### src/rtl/rvc_pkg.sv
// ----------------------------------------------------------------------------
// rvc_pkg
// Shared types and codes for the relay voltage cutoff / periodic controller.
// ----------------------------------------------------------------------------
package rvc_pkg;

  localparam int unsigned CfgIdxWidth  = 3;
  localparam int unsigned CfgDataWidth = 32;

  typedef enum logic [1:0] {
    CMD_UPDATE  = 2'd0,
    CMD_SET     = 2'd1,
    CMD_RELEASE = 2'd2
  } cmd_t;

  typedef enum logic [1:0] {
    EV_NONE    = 2'd0,
    EV_EXPIRED = 2'd1,
    EV_RESTORE = 2'd2,
    EV_CUTOFF  = 2'd3
  } event_t;

  typedef enum logic [CfgIdxWidth-1:0] {
    REG_MIN_MV       = 3'd0,
    REG_RESTORE_MV   = 3'd1,
    REG_DEBOUNCE_MS  = 3'd2,
    REG_ON_MS        = 3'd3,
    REG_OFF_MS       = 3'd4,
    REG_CUTOFF_EN    = 3'd5,
    REG_PERIODIC_EN  = 3'd6,
    REG_IGNORE_LOW_V = 3'd7
  } cfg_idx_t;

  typedef struct packed {
    logic [1:0]  command;
    logic [31:0] now_ms;
    logic [15:0] supply_mv;
    logic        manual_on;
    logic [31:0] manual_timeout_ms;
  } req_t;

  typedef struct packed {
    logic        relay_on;
    logic        override_active;
    logic [1:0]  event_code;
    logic [15:0] event_millivolts;
  } rsp_t;

  typedef struct packed {
    logic [15:0] min_millivolts;
    logic [15:0] restore_millivolts;
    logic [31:0] debounce_time_ms;
    logic [31:0] on_time_ms;
    logic [31:0] off_time_ms;
    logic        cutoff_enable;
    logic        periodic_enable;
    logic        ignore_low_voltage;
  } cfg_t;

  // wrap-safe check of a start stamp against the current time
  function automatic logic timer_done(logic [31:0] now, logic [31:0] start,
                                      logic [31:0] len);
    logic [31:0] elapsed;
    elapsed = now - start;
    return elapsed >= len;
  endfunction

endpackage

### src/rtl/rvc_cfg.sv
// ----------------------------------------------------------------------------
// rvc_cfg
// Configuration register file, written through a simple indexed port.
// ----------------------------------------------------------------------------
module rvc_cfg import rvc_pkg::*; (
  input  logic                    clk,
  input  logic                    rst,
  input  logic                    cfg_we,
  input  logic [CfgIdxWidth-1:0]  cfg_index,
  input  logic [CfgDataWidth-1:0] cfg_data,
  output cfg_t                    cfg
);

  always_ff @(posedge clk) begin
    if (rst) begin
      cfg.min_millivolts     <= 16'd0;
      cfg.restore_millivolts <= 16'hFFFF;
      cfg.debounce_time_ms   <= 32'd0;
      cfg.on_time_ms         <= 32'd0;
      cfg.off_time_ms        <= 32'd0;
      cfg.cutoff_enable      <= 1'b0;
      cfg.periodic_enable    <= 1'b0;
      cfg.ignore_low_voltage <= 1'b0;
    end else if (cfg_we) begin
      unique case (cfg_idx_t'(cfg_index))
        REG_MIN_MV:       cfg.min_millivolts     <= cfg_data[15:0];
        REG_RESTORE_MV:   cfg.restore_millivolts <= cfg_data[15:0];
        REG_DEBOUNCE_MS:  cfg.debounce_time_ms   <= cfg_data;
        REG_ON_MS:        cfg.on_time_ms         <= cfg_data;
        REG_OFF_MS:       cfg.off_time_ms        <= cfg_data;
        REG_CUTOFF_EN:    cfg.cutoff_enable      <= cfg_data[0];
        REG_PERIODIC_EN:  cfg.periodic_enable    <= cfg_data[0];
        REG_IGNORE_LOW_V: cfg.ignore_low_voltage <= cfg_data[0];
        default: ;
      endcase
    end
  end

endmodule

### src/rtl/rvc_engine.sv
// ----------------------------------------------------------------------------
// rvc_engine
// Controller state and the single-pass update for one item: override timer,
// debounced voltage window rule, periodic cycle and rule combination.
// ----------------------------------------------------------------------------
module rvc_engine import rvc_pkg::*; (
  input  logic clk,
  input  logic rst,
  input  logic go,
  input  req_t req,
  input  cfg_t cfg,
  output rsp_t rsp
);

  logic        relay_state,     relay_state_next;
  logic        override_flag,   override_flag_next;
  logic [31:0] override_length, override_length_next;
  logic [31:0] override_start,  override_start_next;
  logic        pending_valid,   pending_valid_next;
  logic        pending_target,  pending_target_next;
  logic [31:0] debounce_start,  debounce_start_next;
  logic        cycle_started,   cycle_started_next;
  logic        cycle_phase_on,  cycle_phase_on_next;
  logic [31:0] cycle_start,     cycle_start_next;

  logic        run;
  logic        want;
  logic        cut_rule;
  logic        per_rule;
  logic [31:0] phase_len;
  event_t      ev;
  logic [15:0] ev_mv;

  assign phase_len = cycle_phase_on ? cfg.on_time_ms : cfg.off_time_ms;
  assign want = (req.supply_mv >= cfg.min_millivolts) &&
                (req.supply_mv <= cfg.restore_millivolts);

  always_comb begin
    relay_state_next     = relay_state;
    override_flag_next   = override_flag;
    override_length_next = override_length;
    override_start_next  = override_start;
    pending_valid_next   = pending_valid;
    pending_target_next  = pending_target;
    debounce_start_next  = debounce_start;
    cycle_started_next   = cycle_started;
    cycle_phase_on_next  = cycle_phase_on;
    cycle_start_next     = cycle_start;
    run      = 1'b0;
    ev       = EV_NONE;
    ev_mv    = 16'd0;
    cut_rule = relay_state;
    per_rule = relay_state;

    unique case (cmd_t'(req.command))
      CMD_UPDATE: begin
        run = 1'b1;
        if (override_flag) begin
          if (override_length != 32'd0 &&
              timer_done(req.now_ms, override_start, override_length)) begin
            override_flag_next   = 1'b0;
            override_length_next = 32'd0;
            ev                   = EV_EXPIRED;
          end else begin
            run = 1'b0;
          end
        end
      end
      CMD_SET: begin
        relay_state_next     = req.manual_on;
        override_flag_next   = 1'b1;
        override_length_next = req.manual_timeout_ms;
        if (req.manual_timeout_ms != 32'd0) override_start_next = req.now_ms;
      end
      CMD_RELEASE: begin
        override_flag_next   = 1'b0;
        override_length_next = 32'd0;
      end
      default: ;  // unused code: no change
    endcase

    if (run) begin
      // voltage window, debounced
      if (!cfg.cutoff_enable) begin
        pending_valid_next = 1'b0;
      end else if (req.supply_mv != 16'd0) begin
        if (want == relay_state) begin
          pending_valid_next = 1'b0;
        end else if (!pending_valid || pending_target != want) begin
          pending_valid_next  = 1'b1;
          pending_target_next = want;
          debounce_start_next = req.now_ms;
        end else if (timer_done(req.now_ms, debounce_start,
                                cfg.debounce_time_ms)) begin
          pending_valid_next = 1'b0;
          if (want) begin
            ev = EV_RESTORE;
          end else begin
            ev = EV_CUTOFF;
          end
          ev_mv    = req.supply_mv;
          cut_rule = want;
        end
      end

      // periodic on/off cycle
      if (cfg.periodic_enable) begin
        if (!cycle_started) begin
          cycle_started_next  = 1'b1;
          cycle_phase_on_next = 1'b1;
          cycle_start_next    = req.now_ms;
        end else if (timer_done(req.now_ms, cycle_start, phase_len)) begin
          cycle_phase_on_next = !cycle_phase_on;
          cycle_start_next    = req.now_ms;
        end
        per_rule = cycle_phase_on_next;
      end

      if (cfg.periodic_enable && cfg.ignore_low_voltage)
        relay_state_next = per_rule;
      else if (cfg.cutoff_enable && cfg.periodic_enable)
        relay_state_next = cut_rule && per_rule;
      else if (cfg.cutoff_enable)
        relay_state_next = cut_rule;
      else if (cfg.periodic_enable)
        relay_state_next = per_rule;
    end
  end

  assign rsp.relay_on         = relay_state_next;
  assign rsp.override_active  = override_flag_next;
  assign rsp.event_code       = ev;
  assign rsp.event_millivolts = ev_mv;

  always_ff @(posedge clk) begin
    if (rst) begin
      relay_state     <= 1'b0;
      override_flag   <= 1'b0;
      override_length <= 32'd0;
      override_start  <= 32'd0;
      pending_valid   <= 1'b0;
      pending_target  <= 1'b0;
      debounce_start  <= 32'd0;
      cycle_started   <= 1'b0;
      cycle_phase_on  <= 1'b0;
      cycle_start     <= 32'd0;
    end else if (go) begin
      relay_state     <= relay_state_next;
      override_flag   <= override_flag_next;
      override_length <= override_length_next;
      override_start  <= override_start_next;
      pending_valid   <= pending_valid_next;
      pending_target  <= pending_target_next;
      debounce_start  <= debounce_start_next;
      cycle_started   <= cycle_started_next;
      cycle_phase_on  <= cycle_phase_on_next;
      cycle_start     <= cycle_start_next;
    end
  end

endmodule

### src/rtl/relay_voltage_cutoff_periodic_control_top.sv
// ----------------------------------------------------------------------------
// relay_voltage_cutoff_periodic_control_top
// Relay controller: voltage window cutoff, periodic cycle, manual override.
// ----------------------------------------------------------------------------
// Usage:
//   req channel (req_valid/req_stall/req) carries one command item: an
//   update with time and voltage, a manual set, or an override release.
//   rsp channel (rsp_valid/rsp_stall/rsp) returns exactly one result item
//   per request: relay state, override flag and any event raised.
//   An accepted item is taken into the input register, is processed and
//   lands in the result register, from which the result is offered. One
//   item per cycle is sustained while rsp_stall holds no result; the state
//   update is a single pass of compares and 32-bit subtractions between
//   the two registers.
//   While rsp_stall holds a result, the input register still takes one item;
//   after that req_stall rises until the result is taken.
//   Configuration (cfg_we/cfg_index/cfg_data) must be written while idle; the block does not enforce it.
//   Synchronous reset empties both registers, returns the relay to off,
//   clears the override and all timers, and loads the register defaults.
// ----------------------------------------------------------------------------
module relay_voltage_cutoff_periodic_control_top import rvc_pkg::*; (
  input  logic                    clk,
  input  logic                    rst,
  input  logic                    req_valid,
  output logic                    req_stall,
  input  req_t                    req,
  output logic                    rsp_valid,
  input  logic                    rsp_stall,
  output rsp_t                    rsp,
  input  logic                    cfg_we,
  input  logic [CfgIdxWidth-1:0]  cfg_index,
  input  logic [CfgDataWidth-1:0] cfg_data
);

  cfg_t cfg;
  req_t s1_item;
  logic s1_valid;
  rsp_t eng_rsp;
  logic out_free;
  logic advance;

  assign out_free  = !rsp_valid || !rsp_stall;
  assign advance   = s1_valid && out_free;
  assign req_stall = s1_valid && !out_free;

  rvc_cfg u_cfg (
    .clk       (clk),
    .rst       (rst),
    .cfg_we    (cfg_we),
    .cfg_index (cfg_index),
    .cfg_data  (cfg_data),
    .cfg       (cfg)
  );

  rvc_engine u_engine (
    .clk (clk),
    .rst (rst),
    .go  (advance),
    .req (s1_item),
    .cfg (cfg),
    .rsp (eng_rsp)
  );

  // input register
  always_ff @(posedge clk) begin
    if (rst) begin
      s1_valid <= 1'b0;
    end else if (!req_stall) begin
      s1_valid <= req_valid;
    end
  end

  always_ff @(posedge clk) begin
    if (req_valid && !req_stall) s1_item <= req;
  end

  // result register
  always_ff @(posedge clk) begin
    if (rst) begin
      rsp_valid <= 1'b0;
    end else if (out_free) begin
      rsp_valid <= s1_valid;
    end
  end

  always_ff @(posedge clk) begin
    if (advance) rsp <= eng_rsp;
  end

`ifndef SYNTH
  a_evmv_zero: assert property (@(posedge clk) disable iff (rst)
    rsp_valid && (rsp.event_code == EV_NONE || rsp.event_code == EV_EXPIRED)
      |-> rsp.event_millivolts == 16'd0)
    else $error("event millivolts set without a voltage event");

  a_expired_clears: assert property (@(posedge clk) disable iff (rst)
    rsp_valid && rsp.event_code == EV_EXPIRED |-> !rsp.override_active)
    else $error("override still active after expiry event");

  a_stall_cause: assert property (@(posedge clk) disable iff (rst)
    req_stall |-> s1_valid && rsp_valid && rsp_stall)
    else $error("input stalled without a blocked result");

  a_reset_empty: assert property (@(posedge clk)
    rst |=> !rsp_valid && !s1_valid)
    else $error("pipeline not empty after reset");
`endif

endmodule
### config.mk
export PLATFORM = sky130hd
export DESIGN_NAME = relay_voltage_cutoff_periodic_control_top
export DESIGN_NICKNAME = d
export VERILOG_FILES = /design/src/rtl/rvc_pkg.sv /design/src/rtl/rvc_cfg.sv /design/src/rtl/rvc_engine.sv /design/src/rtl/relay_voltage_cutoff_periodic_control_top.sv
export SDC_FILE = /design/constraint.sdc
export NUM_CORES = 1
export LEC_CHECK = 0
export ABC_CLOCK_PERIOD_IN_PS = 12850
export BUFFER_PORTS_ARGS = -buffer_cell sky130_fd_sc_hd__buf_2
export CELL_PAD_IN_SITES_DETAIL_PLACEMENT = 1
export CELL_PAD_IN_SITES_GLOBAL_PLACEMENT = 2
export CORE_MARGIN = 2
export CORE_UTILIZATION = 41
export DETAILED_ROUTE_END_ITERATION = 10
export PLACE_DENSITY_LB_ADDON = 0.1
export SYNTH_ARGS = -nofsm -noshare
export SYNTH_HDL_FRONTEND = slang
export SYNTH_SLANG_ARGS = --single-unit
### constraint.sdc
create_clock -name clk -period 12.85 [get_ports clk]
set_input_delay 1.285 -clock clk [delete_from_list [all_inputs] [get_ports clk]]
set_output_delay 1.285 -clock clk [all_outputs]
set_load 0.05 [all_outputs]
# Word level (Yosys, flattened, before mapping)
# Cells that the tools add are included.
[op_classes] n_addsub=3 n_lt_le_gt_ge=5 eq_ne=16 mux=43 bitwise=5 reduce_logical=37
[ops] op="two-way mux 32 bit" count=5
[ops] op="greater-or-equal comparator 32 bit" count=3
[ops] op="one-hot mux 32 bit (3 select lines)" count=1
[ops] op="subtractor 32 bit" count=3
[ops] op="nonzero test 32 bit" count=2
[ops] op="two-way mux 1 bit" count=28
[ops] op="greater-or-equal comparator 16 bit" count=1
[ops] op="less-or-equal comparator 16 bit" count=1
[ops] op="two-way mux 2 bit" count=8
[ops] op="AND reduction 2 bit" count=8
[ops] op="nonzero test 16 bit" count=1
[ops] op="equality test 3 bit (second input constant)" count=4
[ops] op="AND reduction 4 bit" count=3
[ops] op="logical AND 1 bit" count=8
[ops] op="equality test 3 x 2 -> 1 bit (second input constant)" count=2
[ops] op="zero test 1 bit" count=6
[ops] op="inequality test 2 x 1 -> 1 bit (second input constant)" count=3
[ops] op="AND reduction 3 bit" count=2
[ops] op="AND reduction 6 bit" count=1
[ops] op="OR reduction 6 bit" count=1
[ops] op="inverter 1 bit" count=5
[ops] op="inequality test 4 x 1 -> 1 bit (second input constant)" count=1
[ops] op="equality test 3 x 1 -> 1 bit (second input constant)" count=1
[ops] op="zero test 3 bit" count=1
[ops] op="9 further kinds" count=10
[word_totals] ff_bits=370 in_bits=123 output_inout_bits=22 word_cells=138

# Depth between registers and ports, before layout
[logic_depth] depth_word=13 ltp_mapped=27 ltp_nobuf=25

# Modules after synthesis
# A second synthesis with hierarchy kept.
[hier_totals] cells_unflattened=2270 area_unflattened_um2=22049.9
[modules_own_cells] mod="rvc_engine" n_inst=1 cells_each=1673 area_each_um2=13651.8
[modules_own_cells] mod="rvc_cfg" n_inst=1 cells_each=484 area_each_um2=5218.8
[modules_own_cells] mod="relay_voltage_cutoff_periodic_control_top" n_inst=1 cells_each=113 area_each_um2=3179.3

# Least setup slack after synthesis
# OpenSTA, ideal clock, no wires.
[synth_timing] path_type="input to register" start="input port rsp_stall" end="register s1_item[0] (netlist name) (enable)" arrival_time_ns=5.378 required_time_ns=12.317 setup_slack_ns=6.939 cell_stages=2 n_path_buf=0 cell_sequence="and3_1 > nor2b_1"
[synth_via] elab_chain_len=6
[synth_lines] item="start, declared" line="relay_voltage_cutoff_periodic_control_top.sv:28" text="input logic rsp_stall,"
[synth_lines] item="zero test 1 bit" line="relay_voltage_cutoff_periodic_control_top.sv:42" text="assign out_free = !rsp_valid || !rsp_stall;"
[synth_lines] item="logical OR 1 bit" line="relay_voltage_cutoff_periodic_control_top.sv:42"
[synth_lines] item="zero test 1 bit" line="relay_voltage_cutoff_periodic_control_top.sv:44" text="assign req_stall = s1_valid && !out_free;"
[synth_lines] item="logical AND 1 bit" line="relay_voltage_cutoff_periodic_control_top.sv:44"
[synth_lines] item="zero test 1 bit" line="relay_voltage_cutoff_periodic_control_top.sv:74" text="if (req_valid && !req_stall) s1_item <= req;"
[synth_lines] item="logical AND 1 bit" line="relay_voltage_cutoff_periodic_control_top.sv:74"
[synth_lines] item="end signal, assigned" line="relay_voltage_cutoff_periodic_control_top.sv:74"
[synth_lines] item="end, declared" line="relay_voltage_cutoff_periodic_control_top.sv:36" text="req_t s1_item;"
# No other way between the ends.
# A chain may end at the register's enable or synchronous reset.

# Final worst setup path
[layout_timing] start="register s1_item[49] (netlist name)" end="register rsp[1] (netlist name), data pin"
[layout_via] elab_chain_len=8
[layout_lines] item="subtractor 32 bit" line="rvc_pkg.sv:64" text="elapsed = now - start;"
[layout_lines] item="greater-or-equal comparator 32 bit" line="rvc_pkg.sv:65" text="return elapsed >= len;"
[layout_lines] item="logical AND 1 bit" line="rvc_engine.sv:59" text="if (override_length != 32'd0 &&"
[layout_lines] item="two-way mux 1 bit" line="rvc_engine.sv:59"
[layout_lines] item="two-way mux 1 bit" line="rvc_engine.sv:58" text="if (override_flag) begin"
[layout_lines] item="two-way mux 1 bit" line="rvc_engine.sv:55" text="unique case (cmd_t'(req.command))"
[layout_lines] item="inverter 1 bit (no line)"
[layout_lines] item="OR reduction 6 bit (no line) *"
[layout_lines] item="end signal, assigned" line="relay_voltage_cutoff_periodic_control_top.sv:87" text="if (advance) rsp <= eng_rsp;"
[layout_lines] item="end, declared" line="relay_voltage_cutoff_periodic_control_top.sv:29" text="output rsp_t rsp,"
# Every way passes the cells marked *; elsewhere a longest branch is shown, timed or not.

==> impl_metrics.xml <==
<?xml version="1.0" encoding="UTF-8"?>
<metrics>
  <group name="run_status">
    <metric name="outcome" unit="">complete, no violations</metric>
  </group>
  <group name="placed_design">
    <metric name="port_buffers" unit="">144</metric>
    <metric name="detailed_place_hpwl" unit="µm">44180</metric>
    <metric name="dp_slack" unit="ps">6303</metric>
    <metric name="dpl_cells" unit="">3085</metric>
    <metric name="place.gp.congestion" unit="">0.8362</metric>
  </group>
  <group name="timing">
    <metric name="setup_repair_after_global_routing_missed_its_margin" unit="">false</metric>
    <metric name="final.setup.worst_slack" unit="ps">6278</metric>
    <metric name="setup_total_negative_slack" unit="ps">0</metric>
    <metric name="worst_clock_skew" unit="ps">22.91</metric>
    <metric name="period_utilization" unit="">0.5114</metric>
    <metric name="worst_pin_slew" unit="ps">1190</metric>
    <metric name="final_period_minus_worst_setup_slack" unit="ps">6572</metric>
    <metric name="max_slew_margin" unit="">0.2065</metric>
    <metric name="report.final.setup_viol" unit="">0</metric>
    <metric name="finalHoldViolations" unit="">0</metric>
    <metric name="slew_viol_final" unit="">0</metric>
    <metric name="fin_hold_ws" unit="ps">455.1</metric>
    <metric name="max_clock_freq" unit="MHz">152.2</metric>
  </group>
  <group name="yosys">
    <metric name="synth_warnings" unit="">0</metric>
    <metric name="synthesis.area" unit="µm²">20910</metric>
    <metric name="synth_enable_flop_cells" unit="">103</metric>
    <metric name="muxShareOfSynthArea" unit="">0.06228</metric>
    <metric name="post_synth_xor_area_fraction" unit="">0.03392</metric>
    <metric name="yosys.area_share.adder" unit="">0.1351</metric>
    <metric name="synth_compound_gate_area_share" unit="">0.1581</metric>
    <metric name="ys_seq_elements" unit="">370</metric>
    <metric name="synth_cells" unit="">2340</metric>
    <metric name="seq_area_frac_synth" unit="">0.4035</metric>
    <metric name="asyncSetResetFlopFracSynth" unit="">0</metric>
    <metric name="synth_fp_nets" unit="">2687</metric>
    <metric name="synth_top_family_by_area" unit="">compound AO/OA/AOI/OAI gates</metric>
    <metric name="yosys.cell_types.count" unit="">74</metric>
    <metric name="main_synth_ff_type" unit="">sky130_fd_sc_hd__dfxtp_1</metric>
    <metric name="avgSynthCellArea" unit="µm²">8.937</metric>
    <metric name="synthSimpleGateAreaFrac" unit="">0.1527</metric>
  </group>
  <group name="setup_path">
    <metric name="critical_path.max_fanout" unit="">16</metric>
    <metric name="setup.worst_path.end_class" unit="">register</metric>
    <metric name="crit_type" unit="">reg -&gt; reg</metric>
    <metric name="worst_setup_path_start_kind" unit="">register</metric>
    <metric name="crit_required" unit="ps">13290</metric>
    <metric name="worstPathArrival" unit="ps">7010</metric>
  </group>
  <group name="clocking">
    <metric name="clk-insertion-delay-late" unit="ps">580</metric>
    <metric name="cts.clk_slew.worst_paths" unit="ps">60</metric>
    <metric name="max-clock-path-buffers" unit="">3</metric>
    <metric name="h-tree-depth" unit="">2</metric>
    <metric name="cts_repair_resize_count" unit="">0</metric>
    <metric name="cts_tree" unit="">done</metric>
    <metric name="clock-sinks" unit="">370</metric>
    <metric name="cts-root-buf" unit="">sky130_fd_sc_hd__clkbuf_16</metric>
    <metric name="postCtsSetupRepairBufs" unit="">0</metric>
    <metric name="cts_made_buffers" unit="">44</metric>
    <metric name="cts.hold.buffers_added" unit="">0</metric>
  </group>
  <group name="global_routing">
    <metric name="grt_max_degree" unit="">99</metric>
    <metric name="gr-total-overflow" unit="">0</metric>
    <metric name="first_pass_grt_wire_length" unit="µm">94070</metric>
    <metric name="grt_pass1_vias" unit="">17694</metric>
    <metric name="initial_antenna_violation_count" unit="">0</metric>
    <metric name="grt_use_total" unit="">0.2224</metric>
  </group>
  <group name="final_layout">
    <metric name="final-instance-count-excl-fill" unit="">3167</metric>
    <metric name="post_route_cells_drive_above_1_share" unit="">0.1026</metric>
    <metric name="layout.nets" unit="">2806</metric>
    <metric name="antenna_fix_cells" unit="">0</metric>
    <metric name="area_growth_syn_to_layout" unit="%">13.14</metric>
  </group>
  <group name="power_and_ir_drop">
    <metric name="p_leak" unit="nW">9.552</metric>
    <metric name="vdd_drop_max" unit="V">0.0001715</metric>
    <metric name="total_power" unit="mW">2.901</metric>
    <metric name="cellPowerDensity" unit="nW/µm²">122.6</metric>
  </group>
  <group name="routing">
    <metric name="route.antenna.remaining_nets" unit="">0</metric>
    <metric name="num_vias" unit="">16865</metric>
    <metric name="drt_pre_antenna_iters" unit="">7</metric>
    <metric name="detail_route.wirelength" unit="µm">58560</metric>
    <metric name="detail_route.vias_per_cell" unit="">5.325</metric>
    <metric name="route.detailed.wl_per_inst" unit="µm">18.49</metric>
    <metric name="detailedRoute.firstIterationViolations" unit="">764</metric>
    <metric name="route.detailed.drc" unit="">0</metric>
  </group>
  <group name="die">
    <metric name="boundaryPins" unit="">145</metric>
    <metric name="fp-row-count" unit="">82</metric>
    <metric name="core-area" unit="µm²">50270</metric>
    <metric name="die_area" unit="µm²">52830</metric>
    <metric name="dieWidth" unit="µm">229.8</metric>
    <metric name="starting_density" unit="">0.4160</metric>
    <metric name="die_height" unit="µm">229.8</metric>
  </group>
  <group name="flow_run">
    <metric name="cap_violations" unit="">0</metric>
  </group>
  <group name="hold_path">
    <metric name="hp-class" unit="">reg -&gt; reg</metric>
  </group>
</metrics>
[placed cells by master, fill, tap and decap left out, types with 59 or more instances in the layout]
cell type                  netlist  layout
sky130_fd_sc_hd__nand2_1       308     308
sky130_fd_sc_hd__dfxtp_1       267     266
sky130_fd_sc_hd__a21oi_1       228     228
sky130_fd_sc_hd__ha_1          221     221
sky130_fd_sc_hd__nor2_1        219     218
sky130_fd_sc_hd__inv_1         210     210
sky130_fd_sc_hd__buf_2           1     143
sky130_fd_sc_hd__mux2i_1       129     129
sky130_fd_sc_hd__edfxtp_1      103     103
sky130_fd_sc_hd__xnor2_1        59      59
[cells by family (layout without fill, tap and decap cells)]
| family | after synthesis | after routing |
|---|---|---|
| simple gates | 725 | 725 |
| compound gates | 518 | 518 |
| flops | 370 | 370 |
| buf+inv | 292 | 447 |
| fa+ha+maj | 224 | 224 |
| mux | 130 | 130 |
| xor+xnor | 81 | 81 |
[layout make-up]
class                           instances  area, µm²
Clock inverter                         25      170.2
Fill cell                            5918      26610
Inverter                              210      788.3
Tap cell                              672      840.8
Multi-Input combinational cell       1678      11380
Clock buffer                           57       1231
Timing Repair Buffer                  155      812.0
Sequential cell                       370       8439
[power breakdown]
part	internal [mW]	switching [mW]
registers	1.23	0.0331
logic	0.168	0.255
clock network	0.698	0.513
[synth_stat cells (all sizes together), types with 5 or more instances]
cell       n  area share
nand2    308       0.055
dfxtp    267        0.26
a21oi    231       0.056
ha       221        0.13
nor2     219       0.039
inv      210       0.038
mux2i    129       0.062
edfxtp   103        0.15
clkbuf    71       0.013
o21ai     67       0.016
xnor2     59       0.025
a21o      38       0.014
a22oi     34       0.012
nor4      29      0.0090
a211o     25       0.010
and2      24      0.0072
nand3     24      0.0057
nand4     23      0.0069
xor2      22      0.0092
nand2b    21      0.0063
nor3      21      0.0050
nor2b     20      0.0060
o21a      19      0.0068
a211oi    15      0.0056
and3      14      0.0042
buf       11      0.0040
o211ai    11      0.0042
a2111oi    9      0.0047
a21boi     9      0.0032
o21bai     8      0.0029
a31oi      7      0.0021
o31ai      7      0.0025
a41oi      5      0.0021
or4        5      0.0018
[flip-flops by register name, summed over array words and instances, names as in the netlist]
name,count
s1_item,83
u_engine.override_flag,1
u_engine.cycle_started,1
u_engine.pending_valid,1
u_engine.cycle_start,32
u_engine.debounce_start,32
rsp_valid,1
u_engine.override_length,32
rsp,20
u_engine.override_start,32
u_engine.cycle_phase_on,1
u_engine.relay_state,1
s1_valid,1
u_engine.pending_target,1
u_cfg.cfg,131
[per-layer routing]
layer | part of all wire | up-vias | GRT usage
li1 | - | 8398 | -
met1 | 0.48 | 8167 | 0.2959
met2 | 0.47 | 230 | 0.3829
met3 | 0.030 | 70 | 0.02803
met4 | 0.020 | 0 | 0.05363
met5 | 0 | - | 0
[worst max-delay path: stages, from the launching register on]
cell and delay, ps:
sky130_fd_sc_hd__edfxtp_1 410, sky130_fd_sc_hd__inv_1 160, sky130_fd_sc_hd__ha_1 190, sky130_fd_sc_hd__inv_1 60
sky130_fd_sc_hd__fa_1 400, sky130_fd_sc_hd__a21o_1 190, sky130_fd_sc_hd__a221oi_1 460, sky130_fd_sc_hd__o21ai_0 210
sky130_fd_sc_hd__nand2_1 160, sky130_fd_sc_hd__o31a_1 170, sky130_fd_sc_hd__o21ai_0 130, sky130_fd_sc_hd__nor4_1 300
sky130_fd_sc_hd__o41ai_1 140, sky130_fd_sc_hd__a21oi_1 180, sky130_fd_sc_hd__xnor2_1 100, sky130_fd_sc_hd__ha_1 280
sky130_fd_sc_hd__nand4_1 110, sky130_fd_sc_hd__nor2_1 160, sky130_fd_sc_hd__inv_1 80, sky130_fd_sc_hd__a2111oi_2 260
sky130_fd_sc_hd__nor4_2 70, sky130_fd_sc_hd__o41ai_2 870, sky130_fd_sc_hd__nand2b_1 230, sky130_fd_sc_hd__nand2_1 90
sky130_fd_sc_hd__nor2_1 770, sky130_fd_sc_hd__and2_1 250
[path summary, 6_finish.rpt]
| check | cells after the start | slack (ps) | to | from |
|---|---|---|---|---|
| setup / recovery | 25 | 6280 | rsp[1] | s1_item[49] |
| hold / removal | 2 | 460 | u_cfg.cfg[30] | u_cfg.cfg[30] |
| setup reg to reg | 25 | 6280 | rsp[1] | s1_item[49] |
| hold reg to reg | 2 | 460 | u_cfg.cfg[30] | u_cfg.cfg[30] |
[per-stage QoR]
stage	utilization	cell area, µm²
after floorplan	-	20910
after global placement	0.4428	22260
after detailed placement	0.4428	22260
after CTS	0.4706	23660
after global routing	0.4706	23660
final	0.4706	23660
Note: power is estimated with default switching activity, not from simulation.
